### config.mk
export PLATFORM = sky130hd
export DESIGN_NAME = bounded_stack_ordered_push
export DESIGN_NICKNAME = d
export VERILOG_FILES = /design/src/design/bsop_pkg.sv /design/src/design/bsop_ram.sv /design/src/design/bounded_stack_ordered_push.sv
export SDC_FILE = /design/constraint.sdc
export NUM_CORES = 1
export LEC_CHECK = 0
export BUFFER_PORTS_ARGS = -buffer_cell sky130_fd_sc_hd__buf_2
export CAP_MARGIN = 20
export CORE_ASPECT_RATIO = 0.6
export CORE_MARGIN = 3
export CORE_UTILIZATION = 62
export DETAILED_ROUTE_END_ITERATION = 8
export PLACE_DENSITY = 0.8
export SLEW_MARGIN = 10
export SYNTH_ARGS = -nofsm -noshare
export SYNTH_HDL_FRONTEND = slang
export SYNTH_SLANG_ARGS = --single-unit
### constraint.sdc
create_clock -name aclk -period 4.9 [get_ports aclk]
set_clock_uncertainty 0.05 [all_clocks]
set_input_delay 0.245 -clock aclk [delete_from_list [all_inputs] [get_ports aclk]]
set_output_delay 0.245 -clock aclk [all_outputs]
set_load 0.02 [all_outputs]
### src/design/bsop_pkg.sv
package bsop_pkg;

    localparam int unsigned DATA_W   = 32;
    localparam int unsigned CMD_W    = 2;
    localparam int unsigned STATUS_W = 2;
    localparam int unsigned CAP_W    = 5;
    localparam int unsigned COUNT_W  = 5;

    localparam logic [CMD_W-1:0] CMD_PUSH    = 2'd0;
    localparam logic [CMD_W-1:0] CMD_POP     = 2'd1;
    localparam logic [CMD_W-1:0] CMD_OPUSH   = 2'd2;
    localparam logic [CMD_W-1:0] CMD_REVERSE = 2'd3;

    localparam logic [STATUS_W-1:0] STATUS_OK        = 2'd0;
    localparam logic [STATUS_W-1:0] STATUS_OVERFLOW  = 2'd1;
    localparam logic [STATUS_W-1:0] STATUS_UNDERFLOW = 2'd2;

    localparam logic [CAP_W-1:0] CAP_RESET = 5'd16;

endpackage

### src/design/bsop_ram.sv
module bsop_ram #(
    parameter int unsigned DEPTH = 16,
    parameter int unsigned AW    = 4
) (
    input  logic                             aclk,
    input  logic                             wr_en,
    input  logic [AW-1:0]                    wr_addr,
    input  logic [bsop_pkg::DATA_W-1:0]      wr_data,
    input  logic [AW-1:0]                    rd_addr,
    output logic [bsop_pkg::DATA_W-1:0]      rd_data
);

    logic [bsop_pkg::DATA_W-1:0] mem [DEPTH];
    logic [bsop_pkg::DATA_W-1:0] rd_data_reg;

    always_ff @(posedge aclk) begin
        if (wr_en) begin
            mem[wr_addr] <= wr_data;
        end
    end

    always_ff @(posedge aclk) begin
        rd_data_reg <= mem[rd_addr];
    end

    assign rd_data = rd_data_reg;

endmodule

### src/design/bounded_stack_ordered_push.sv
// Channel   Direction  Ports                                          Request
// s_        in         s_command, s_push_value                        one command
// m_        out        m_pop_value, m_status, m_entry_count,          one result
//                      m_is_empty, m_is_full
// cfg_      in         cfg_data                                       capacity limit write
//
// Push and refused commands go from idle straight to the result. Pop waits on a
// registered read of the single-write, single-read RAM. Ordered push reads and
// compares entries from the top down, moving each one not below the value up a
// slot, then writes the value. Reverse swaps pairs inward: two reads, two writes.
// Synchronous active-low reset empties the stack and sets the limit to 16.
// A result waiting on m_ready holds the sequencer in its final state.
module bounded_stack_ordered_push #(
    parameter int unsigned MAX_DEPTH = 16
) (
    input  logic                                  aclk,
    input  logic                                  aresetn,

    input  logic                                  s_valid,
    output logic                                  s_ready,
    input  logic [bsop_pkg::CMD_W-1:0]            s_command,
    input  logic signed [bsop_pkg::DATA_W-1:0]    s_push_value,

    output logic                                  m_valid,
    input  logic                                  m_ready,
    output logic signed [bsop_pkg::DATA_W-1:0]    m_pop_value,
    output logic [bsop_pkg::STATUS_W-1:0]         m_status,
    output logic [bsop_pkg::COUNT_W-1:0]          m_entry_count,
    output logic                                  m_is_empty,
    output logic                                  m_is_full,

    input  logic                                  cfg_valid,
    output logic                                  cfg_ready,
    input  logic [bsop_pkg::CAP_W-1:0]            cfg_data
);

    localparam int unsigned AW = (MAX_DEPTH > 1) ? $clog2(MAX_DEPTH) : 1;
    localparam int unsigned CW = $clog2(MAX_DEPTH + 1);
    localparam int unsigned LW = (CW > bsop_pkg::CAP_W) ? CW : bsop_pkg::CAP_W;
    localparam logic [LW-1:0] DEPTH_L = LW'(MAX_DEPTH);

    typedef enum logic [3:0] {
        ST_IDLE,
        ST_POP_WAIT,
        ST_OP_READ,
        ST_OP_CMP,
        ST_RV_RD_LO,
        ST_RV_RD_HI,
        ST_RV_WR_LO,
        ST_RV_WR_HI,
        ST_DONE
    } state_t;

    state_t                                state_reg, state_next;
    logic [CW-1:0]                         count_reg, count_next;
    logic [bsop_pkg::CAP_W-1:0]            cap_reg;
    logic signed [bsop_pkg::DATA_W-1:0]    val_reg, val_next;
    logic [bsop_pkg::DATA_W-1:0]           tmp_reg, tmp_next;
    logic [AW-1:0]                         pos_reg, pos_next;
    logic [AW-1:0]                         lo_reg, lo_next;
    logic [AW-1:0]                         hi_reg, hi_next;
    logic [bsop_pkg::DATA_W-1:0]           res_pop_reg, res_pop_next;
    logic [bsop_pkg::STATUS_W-1:0]         res_status_reg, res_status_next;

    logic                                  m_valid_reg, m_valid_next;
    logic [bsop_pkg::DATA_W-1:0]           m_pop_value_reg, m_pop_value_next;
    logic [bsop_pkg::STATUS_W-1:0]         m_status_reg, m_status_next;
    logic [bsop_pkg::COUNT_W-1:0]          m_entry_count_reg, m_entry_count_next;
    logic                                  m_is_empty_reg, m_is_empty_next;
    logic                                  m_is_full_reg, m_is_full_next;

    logic                                  wr_en;
    logic [AW-1:0]                         wr_addr;
    logic [bsop_pkg::DATA_W-1:0]           wr_data;
    logic [AW-1:0]                         rd_addr;
    logic [bsop_pkg::DATA_W-1:0]           rd_data;

    logic [LW-1:0]                         cap_l, lim_l, count_l;
    logic                                  at_limit;
    logic                                  s_accept;
    logic                                  out_free;

    bsop_ram #(
        .DEPTH (MAX_DEPTH),
        .AW    (AW)
    ) u_ram (
        .aclk    (aclk),
        .wr_en   (wr_en),
        .wr_addr (wr_addr),
        .wr_data (wr_data),
        .rd_addr (rd_addr),
        .rd_data (rd_data)
    );

    assign cap_l    = LW'(cap_reg);
    assign lim_l    = (cap_l > DEPTH_L) ? DEPTH_L : cap_l;
    assign count_l  = LW'(count_reg);
    assign at_limit = (count_l >= lim_l);

    assign s_ready   = (state_reg == ST_IDLE);
    assign s_accept  = s_valid && s_ready;
    assign out_free  = !m_valid_reg || m_ready;
    assign cfg_ready = 1'b1;

    always_comb begin
        state_next         = state_reg;
        count_next         = count_reg;
        val_next           = val_reg;
        tmp_next           = tmp_reg;
        pos_next           = pos_reg;
        lo_next            = lo_reg;
        hi_next            = hi_reg;
        res_pop_next       = res_pop_reg;
        res_status_next    = res_status_reg;
        m_valid_next       = m_valid_reg && !m_ready;
        m_pop_value_next   = m_pop_value_reg;
        m_status_next      = m_status_reg;
        m_entry_count_next = m_entry_count_reg;
        m_is_empty_next    = m_is_empty_reg;
        m_is_full_next     = m_is_full_reg;
        wr_en              = 1'b0;
        wr_addr            = count_reg[AW-1:0];
        wr_data            = s_push_value;
        rd_addr            = count_reg[AW-1:0] - 1'b1;

        case (state_reg)
            ST_IDLE: begin
                if (s_accept) begin
                    res_pop_next    = '0;
                    res_status_next = bsop_pkg::STATUS_OK;
                    state_next      = ST_DONE;
                    case (s_command)
                        bsop_pkg::CMD_PUSH: begin
                            if (at_limit) begin
                                res_status_next = bsop_pkg::STATUS_OVERFLOW;
                            end else begin
                                wr_en      = 1'b1;
                                count_next = count_reg + 1'b1;
                            end
                        end
                        bsop_pkg::CMD_POP: begin
                            if (count_reg == '0) begin
                                res_status_next = bsop_pkg::STATUS_UNDERFLOW;
                            end else begin
                                state_next = ST_POP_WAIT;
                            end
                        end
                        bsop_pkg::CMD_OPUSH: begin
                            if (at_limit) begin
                                res_status_next = bsop_pkg::STATUS_OVERFLOW;
                            end else begin
                                val_next   = s_push_value;
                                pos_next   = count_reg[AW-1:0];
                                state_next = ST_OP_READ;
                            end
                        end
                        default: begin
                            if (count_reg > CW'(1)) begin
                                lo_next    = '0;
                                hi_next    = count_reg[AW-1:0] - 1'b1;
                                state_next = ST_RV_RD_LO;
                            end
                        end
                    endcase
                end
            end
            ST_POP_WAIT: begin
                res_pop_next = rd_data;
                count_next   = count_reg - 1'b1;
                state_next   = ST_DONE;
            end
            ST_OP_READ: begin
                rd_addr = pos_reg - 1'b1;
                if (pos_reg == '0) begin
                    wr_en      = 1'b1;
                    wr_addr    = '0;
                    wr_data    = val_reg;
                    count_next = count_reg + 1'b1;
                    state_next = ST_DONE;
                end else begin
                    state_next = ST_OP_CMP;
                end
            end
            ST_OP_CMP: begin
                wr_en   = 1'b1;
                wr_addr = pos_reg;
                if ($signed(rd_data) >= val_reg) begin
                    wr_data    = rd_data;
                    pos_next   = pos_reg - 1'b1;
                    state_next = ST_OP_READ;
                end else begin
                    wr_data    = val_reg;
                    count_next = count_reg + 1'b1;
                    state_next = ST_DONE;
                end
            end
            ST_RV_RD_LO: begin
                rd_addr    = lo_reg;
                state_next = ST_RV_RD_HI;
            end
            ST_RV_RD_HI: begin
                tmp_next   = rd_data;
                rd_addr    = hi_reg;
                state_next = ST_RV_WR_LO;
            end
            ST_RV_WR_LO: begin
                wr_en      = 1'b1;
                wr_addr    = lo_reg;
                wr_data    = rd_data;
                state_next = ST_RV_WR_HI;
            end
            ST_RV_WR_HI: begin
                wr_en   = 1'b1;
                wr_addr = hi_reg;
                wr_data = tmp_reg;
                lo_next = lo_reg + 1'b1;
                hi_next = hi_reg - 1'b1;
                if ((lo_reg + 1'b1) < (hi_reg - 1'b1)) begin
                    state_next = ST_RV_RD_LO;
                end else begin
                    state_next = ST_DONE;
                end
            end
            ST_DONE: begin
                if (out_free) begin
                    m_valid_next       = 1'b1;
                    m_pop_value_next   = res_pop_reg;
                    m_status_next      = res_status_reg;
                    m_entry_count_next = count_l[bsop_pkg::COUNT_W-1:0];
                    m_is_empty_next    = (count_reg == '0);
                    m_is_full_next     = at_limit;
                    state_next         = ST_IDLE;
                end
            end
            default: begin
                state_next = ST_IDLE;
            end
        endcase
    end

    always_ff @(posedge aclk) begin
        if (!aresetn) begin
            state_reg   <= ST_IDLE;
            count_reg   <= '0;
            cap_reg     <= bsop_pkg::CAP_RESET;
            m_valid_reg <= 1'b0;
        end else begin
            state_reg   <= state_next;
            count_reg   <= count_next;
            m_valid_reg <= m_valid_next;
            if (cfg_valid && cfg_ready) begin
                cap_reg <= cfg_data;
            end
        end
        val_reg           <= val_next;
        tmp_reg           <= tmp_next;
        pos_reg           <= pos_next;
        lo_reg            <= lo_next;
        hi_reg            <= hi_next;
        res_pop_reg       <= res_pop_next;
        res_status_reg    <= res_status_next;
        m_pop_value_reg   <= m_pop_value_next;
        m_status_reg      <= m_status_next;
        m_entry_count_reg <= m_entry_count_next;
        m_is_empty_reg    <= m_is_empty_next;
        m_is_full_reg     <= m_is_full_next;
    end

    assign m_valid       = m_valid_reg;
    assign m_pop_value   = m_pop_value_reg;
    assign m_status      = m_status_reg;
    assign m_entry_count = m_entry_count_reg;
    assign m_is_empty    = m_is_empty_reg;
    assign m_is_full     = m_is_full_reg;

    a_count_bounded: assert property (@(posedge aclk) disable iff (!aresetn)
        count_l <= DEPTH_L)
        else $error("stack count above depth");

    a_busy_after_accept: assert property (@(posedge aclk) disable iff (!aresetn)
        s_accept |=> !s_ready)
        else $error("sequencer did not leave idle after a request");

    a_overflow_full: assert property (@(posedge aclk) disable iff (!aresetn)
        (m_valid && m_status == bsop_pkg::STATUS_OVERFLOW) |-> m_is_full)
        else $error("overflow reported without full flag");

    a_underflow_empty: assert property (@(posedge aclk) disable iff (!aresetn)
        (m_valid && m_status == bsop_pkg::STATUS_UNDERFLOW)
            |-> (m_is_empty && m_pop_value == '0))
        else $error("underflow result inconsistent");

endmodule
==> results of run 1 <==
-- per-layer routing --
| layer | share of wire | global-route usage | wire length (µm) |
|---|---|---|---|
| met5 | 0 | 0 | 0 |
| met4 | 0.025 | 0.0728 | 1710 |
| met3 | 0.11 | 0.0632 | 7360 |
| met2 | 0.47 | 0.449 | 32000 |
| met1 | 0.39 | 0.431 | 26600 |
-- cell families after synthesis --
logic type / Yosys count
flops: 710
simple gates: 246
compound gates: 208
mux: 142
buf+inv: 123
fa+ha+maj: 46
xor+xnor: 9
other cells: 1
-- critical path, cell delays in order, from the launching register on --
cell,delay (ps)
edfxtp_1,370
inv_1,80
ha_1,340
nand4_1,220
nor3_1,940
a21boi_0,460
o41a_1,400
o21ai_1,340
nand2b_1,190
buf_4,270
buf_4,310
a221o_1,200
buf_4,280
-- path summary, 6_finish.rpt --
path | startpoint | endpoint | slack [ps] | depth (start not counted)
max | val_reg[15] | u_ram.mem[3][13] | 220 | 12
min reg2reg | res_pop_reg[1] | m_pop_value[1] | 370 | 0
max reg2reg | val_reg[15] | u_ram.mem[3][13] | 220 | 12
min | s_valid | state_reg[3] | 50 | 4
-- power groups by stage --
stage	combinational [µW]	clock (µW)	sequential, µW
2_1_floorplan	3840	0	7780
3_3_place_gp	5580	0	7820
3_5_place_dp	5720	0	7840
4_1_cts	5850	4460	7720
5_1_grt	6240	4690	7770
6_report	5880	4430	7750
-- final cells by class --
type | count | area (µm²) | share of cell area
clock buffer | 72 | 1490 | 0.0470
multi-input combinational | 652 | 6690 | 0.211
timing repair buffer | 199 | 1570 | 0.0494
tap | 579 | 724 | 0.0228
inverter | 47 | 176 | 0.00556
clock inverter | 27 | 241 | 0.00761
sequential | 710 | 20900 | 0.657
-- layout by cell type (no fill, tap or decap), types with 26 or more instances in the layout --
cell type,Yosys,routed
dlygate4sd3_1,0,51
nor2_1,52,28
buf_2,6,86
a221o_1,32,32
nand2_1,81,81
edfxtp_1,663,663
dfxtp_1,47,47
ha_1,46,46
a21oi_1,26,26
and3_1,36,35
a22o_1,31,31
a22oi_1,67,67
mux4_2,128,128
inv_1,44,44
clkbuf_16,0,57
buf_4,11,49
-- per-stage QoR --
| stage | utilization | instances | worst slack [ps] | total power, µW |
|---|---|---|---|---|
| after floorplan | - | 1485 | 751 | 11600 |
| after global placement | 0.673 | 2136 | 848 | 13400 |
| final | 0.724 | 2286 | 224 | 18100 |
| after CTS | 0.724 | 2286 | 685 | 18000 |
| after global routing | 0.724 | 2286 | 156 | 18700 |
| after detailed placement | 0.673 | 2136 | 703 | 13600 |
==> flow_summary.toml, run 1 <==
[global_routing]
grt_overflow = 0
grtUsageTotal = 0.290
grt_max_degree = 64
grt_pass1_wl_mm = 102
antenna_found_initial = 0
grt_pass1_vias = 15600

[pwr]
power.internal_uw = 12100
seq_power_share = 0.429
p_sw_frac = 0.330
p_switching_uw = 5950
peakVddDrop_mv = 0.590
pwr-share-comb = 0.325
power_leakage_uw = 0.0109
pwr-share-clk = 0.245
power_density_mw_per_mm2 = 569

[clock_tree]
root_buffer = "clkbuf_16"
clk_latency_ps = 600
postCtsSetupRepairBufs = 0
cts_max_path_buffers = 3
clk_pin_slew_ps = 70
cts_hold_buf = 51
cts_buffers = 56
cts_tree = "built"
clock_sinks = 710
ctsResizeCount = 0
cts_max_level = 2

[timing]
hold_viol_final = 0
worstMarginPinSlew_ps = 1100
hold_ws_ps = 54.9
fin_crit_sh = 0.954
slew_headroom = 0.261
rsz0062_at_grt = "false"
setup_violations = 0
final.setup.tns_ps = 0
fmax_mhz = 214
slew_viol_final = 0
period_minus_slack_ps = 4680

[yosys]
syn_area_per_cell_um2 = 18.8
synth-simple-area-share = 0.0431
synthAdderAreaFrac = 0.0207
yosys_warnings = 0
netlist.area_leader.share = 0.715
synth_top_family_by_area = "multiplexers"
ys_ff_latch = 710
synth_compound_area_frac = 0.0576
synth-edff-count = 663
synth_area_leader_cell = "edfxtp_1"
synth.distinct_cells = 59
yosys-top-cells-area = "edfxtp_1 71%, mux4_2 10%, dfxtp_1 3.4%"
synth-main-ff-cell = "edfxtp_1"
yosysSeqAreaShare = 0.749
syn-cell-area_mm2 = 0.0278
syn_nets = 1575
synth.most_common_cell = "edfxtp_1"
synthXorXnorAreaFrac = 0.00283
synth-async-reset-ratio = 0
synthMuxAreaShare = 0.109
syn_inst = 1485
synth_common_cells = "663 x edfxtp_1, 128 x mux4_2, 81 x nand2_1, 67 x a22oi_1, 52 x nor2_1"

[placed_design]
place_hpwl_mm = 42.5
gp_congestion = 0.968
place_area_mm2 = 0.0295
numPortBuffers = 86

[die]
die_y_um = 170
die-width_um = 280
dieArea_mm2 = 0.0476
ios = 88
row_count = 59
start_util = 0.635
core_mm2 = 0.0438

[worst_setup_path]
cp.required_ps = 5240
crit_arrival_ps = 5010
crit_fanout = 18
start_kind = "flop"
worstSetupPathType = "flop to flop"
cp-end-kind = "flop"

[final_layout]
n_antenna_cell = 0
fillers = 2467
stdcell_area_mm2 = 0.0317
fin_nets = 1756
largest_reg_flops = 512
drive_gt1_frac = 0.225
top_register = "u_ram.mem"
area_delta_synth_final_pct = 14.0

[detailed_routing]
via_per_inst = 6.87
wire_per_inst_um = 29.6
wl_mm = 67.7
vias = 15700
first_pass_iters = 5
drt_iter0_drc = 2350
drc_errors = 0
ant_nets = 0

[outcome]
status = "complete, no violations"

[hold_path]
hold_path.class = "primary input to flop"

[job]
maxCapViolations = 0
No activity file was read; power rests on OpenSTA's default activity.
==> run 2: changes to the inputs <==
--- a/config.mk
+++ b/config.mk
@@ -5,13 +5,15 @@
 export SDC_FILE = /design/constraint.sdc
 export NUM_CORES = 1
 export LEC_CHECK = 0
+export ABC_AREA = 1
 export BUFFER_PORTS_ARGS = -buffer_cell sky130_fd_sc_hd__buf_2
 export CAP_MARGIN = 20
 export CORE_ASPECT_RATIO = 0.6
 export CORE_MARGIN = 3
 export CORE_UTILIZATION = 62
 export DETAILED_ROUTE_END_ITERATION = 8
-export PLACE_DENSITY = 0.8
+export PLACE_DENSITY = 0.87
+export RECOVER_POWER = 25
 export SLEW_MARGIN = 10
 export SYNTH_ARGS = -nofsm -noshare
 export SYNTH_HDL_FRONTEND = slang
==> run 2 against run 1 <==
The run now ends with max-capacitance violations, max-slew violations left. Maximum frequency increased by 8.5%. Setup slack gained 370 ps. Power is 21% higher. Clock-buffer cell count is 3 lower. Critical endpoint is now u_ram.mem[11][24]. Synthesized cell count increased by 61%.
==> flow_summary.toml, run 2 <==
[die]
row_count = 61
core_mm2 = 0.0469
die_y_um = 176
die-width_um = 289
start_util = 0.636
ios = 88
dieArea_mm2 = 0.0508

[pwr]
power_leakage_uw = 0.0117
peakVddDrop_mv = 1.25
power_density_mw_per_mm2 = 651

[final_layout]
n_antenna_cell = 0
fin_nets = 2608
most-common-layout-cells = "663 x edfxtp_1, 215 x nand3_1, 212 x inv_1, 198 x nand2_1, 194 x o211ai_1"
largest_reg_flops = 512
final_common_cell = "edfxtp_1"
area_delta_synth_final_pct = 13.0
top_register = "u_ram.mem"
finalNonFillerCells = 3199
drive_gt1_frac = 0.0821
fin_util = 0.719

[timing]
rsz0062_at_grt = "false"
hold_viol_final = 0
fin_crit_sh = 0.879
period_minus_slack_ps = 4310
hold_ws_ps = 62.3
final.setup.tns_ps = 0
slew_viol_final = 144
fmax_mhz = 232
worstMarginPinSlew_ps = 2520
slew_headroom = -0.680
setup_violations = 0

[yosys]
synth_area_leader_cell = "edfxtp_1"
synth.most_common_cell = "edfxtp_1"
synth-async-reset-ratio = 0
synth-edff-count = 663
syn_area_per_cell_um2 = 12.5
ys_ff_latch = 710
yosys-top-cells-area = "edfxtp_1 67%, o211ai_1 4.9%, nand3_1 3.6%"
syn_inst = 2389
netlist.area_leader.share = 0.668
syn-cell-area_mm2 = 0.0298
yosysSeqAreaShare = 0.699
synth_common_cells = "663 x edfxtp_1, 214 x nand3_1, 211 x inv_1, 198 x nand2_1, 194 x o211ai_1"
yosys_warnings = 0
syn_nets = 2479
synth.distinct_cells = 44
synth-main-ff-cell = "edfxtp_1"

[detailed_routing]
vias = 20900
drt_iter0_drc = 3092
via_per_inst = 6.52
first_pass_iters = 5
wire_per_inst_um = 25.1
wl_mm = 80.2
ant_nets = 0
drc_errors = 0

[placed_design]
place_hpwl_mm = 45.8
gp_congestion = 0.948
dp_cells = 3038
numPortBuffers = 86

[global_routing]
grtUsageTotal = 0.313
grt_overflow = 0
grt_pass1_wl_mm = 120
grt_pass1_vias = 20500
antenna_found_initial = 1
grt_max_degree = 162

[worst_setup_path]
start_kind = "flop"
slowest_delay_ps = 1520
cp-end-kind = "flop"
worstPathCellList = "clkinv_1 > nor2_1 > inv_1 > nor2_1 > clkbuf_1 > a211oi_1 > nand3_1 > nand2_1 > inv_1"
worstSetupPathType = "flop to flop"
cp.required_ps = 5200
cp_slowest_cell = "clkbuf_1"
cpLargestDelayFamily = "buffers and inverters"
critPathBufInv = 4
crit_arrival_ps = 4610
crit_fanout = 34

[clock_tree]
clk_latency_ps = 620
cts_max_level = 2
postCtsSetupRepairBufs = 0
cts_max_path_buffers = 3
cts_tree = "built"
cts_buffers = 59
ctsResizeCount = 0
cts_hold_buf = 49
clk_pin_slew_ps = 70
root_buffer = "clkbuf_16"
clock_sinks = 710

[outcome]
violations = "max-capacitance violations, max-slew violations"
status = "finished, violations left"

[hold_path]
hold_path.class = "primary input to flop"

[job]
maxCapViolations = 4
-- run 2: cell count changes after synthesis, moves of 48 or more --
cell      before  now
nand2_1       81  198
inv_1         44  211
or2_1          1   49
nand3_1       11  214
o21ai_0       10  181
nor2_1        52  147
a22oi_1       67    4
o211ai_1       2  194
or2_0          0   95
buf_2          6   63
mux4_2       128    0
-- run 2: logic make-up (layout without fill, tap and decap cells) --
kind of cell | after synthesis | count (layout) | share of synthesized area
and+or+nand+nor | 750 | 750 | 0.120
DFF | 710 | 710 | 0.699
AOI/OAI and AO/OA | 526 | 526 | 0.109
buffers and inverters | 346 | 526 | 0.0489
adders and majority gates | 46 | 46 | 0.0193
xor gates and xnor gates | 10 | 10 | 0.00294
other | 1 | 1 | 0.000126
-- run 2: path summary, 6_finish.rpt --
| kind | from | to | slack [ps] | depth (start not counted) |
|---|---|---|---|---|
| min reg2reg | res_pop_reg[17] | m_pop_value[17] | 360 | 0 |
| min | s_valid | res_status_reg[0] | 60 | 3 |
| max reg2reg | state_reg[2] | u_ram.mem[11][24] | 590 | 9 |
| max | state_reg[2] | u_ram.mem[11][24] | 590 | 9 |
-- run 2: area by class of cell --
type / count / area [µm²]
inverter: 218 / 825
clock buffer: 69 / 1570
timing repair buffer: 196 / 1490
tap: 630 / 788
sequential: 710 / 20900
fill: 2901 / 13200
multi-input combinational: 1333 / 7650
clock inverter: 43 / 518
-- run 2: where the power goes --
group          internal (µW)  switching [µW]  total (µW)  leakage, µW
registers               7640             366        8010      0.00641
logic                   2430            6400        8830      0.00432
clock network           2880            2210        5080      0.00101
total                  12900            8970       21900       0.0117
-- run 2: metal layers --
layer | vias to the layer above | share of wire | GRT usage
met1 | 9977 | 0.37 | 0.441
met4 | 0 | 0.039 | 0.124
met5 | - | 0 | 0
li1 | 8922 | - | -
met2 | 1706 | 0.45 | 0.474
met3 | 247 | 0.14 | 0.0786
-- run 2: worst register-to-register path, stage by stage (launching register included) --
cell      delay, ps
dfxtp_1         380
clkinv_1         90
nor2_1          510
inv_1           130
nor2_1          150
clkbuf_1       1520
a211oi_1        470
nand3_1         200
nand2_1         150
inv_1           390
-- run 2: per-stage QoR --
stage	setup slack, ps	power (µW)	instance area (µm²)
after global routing	400	22800	33700
after floorplan	849	13600	29800
final	591	21900	33700
after global placement	1370	16300	31300
after detailed placement	1170	16600	31300
after CTS	1030	21800	33800
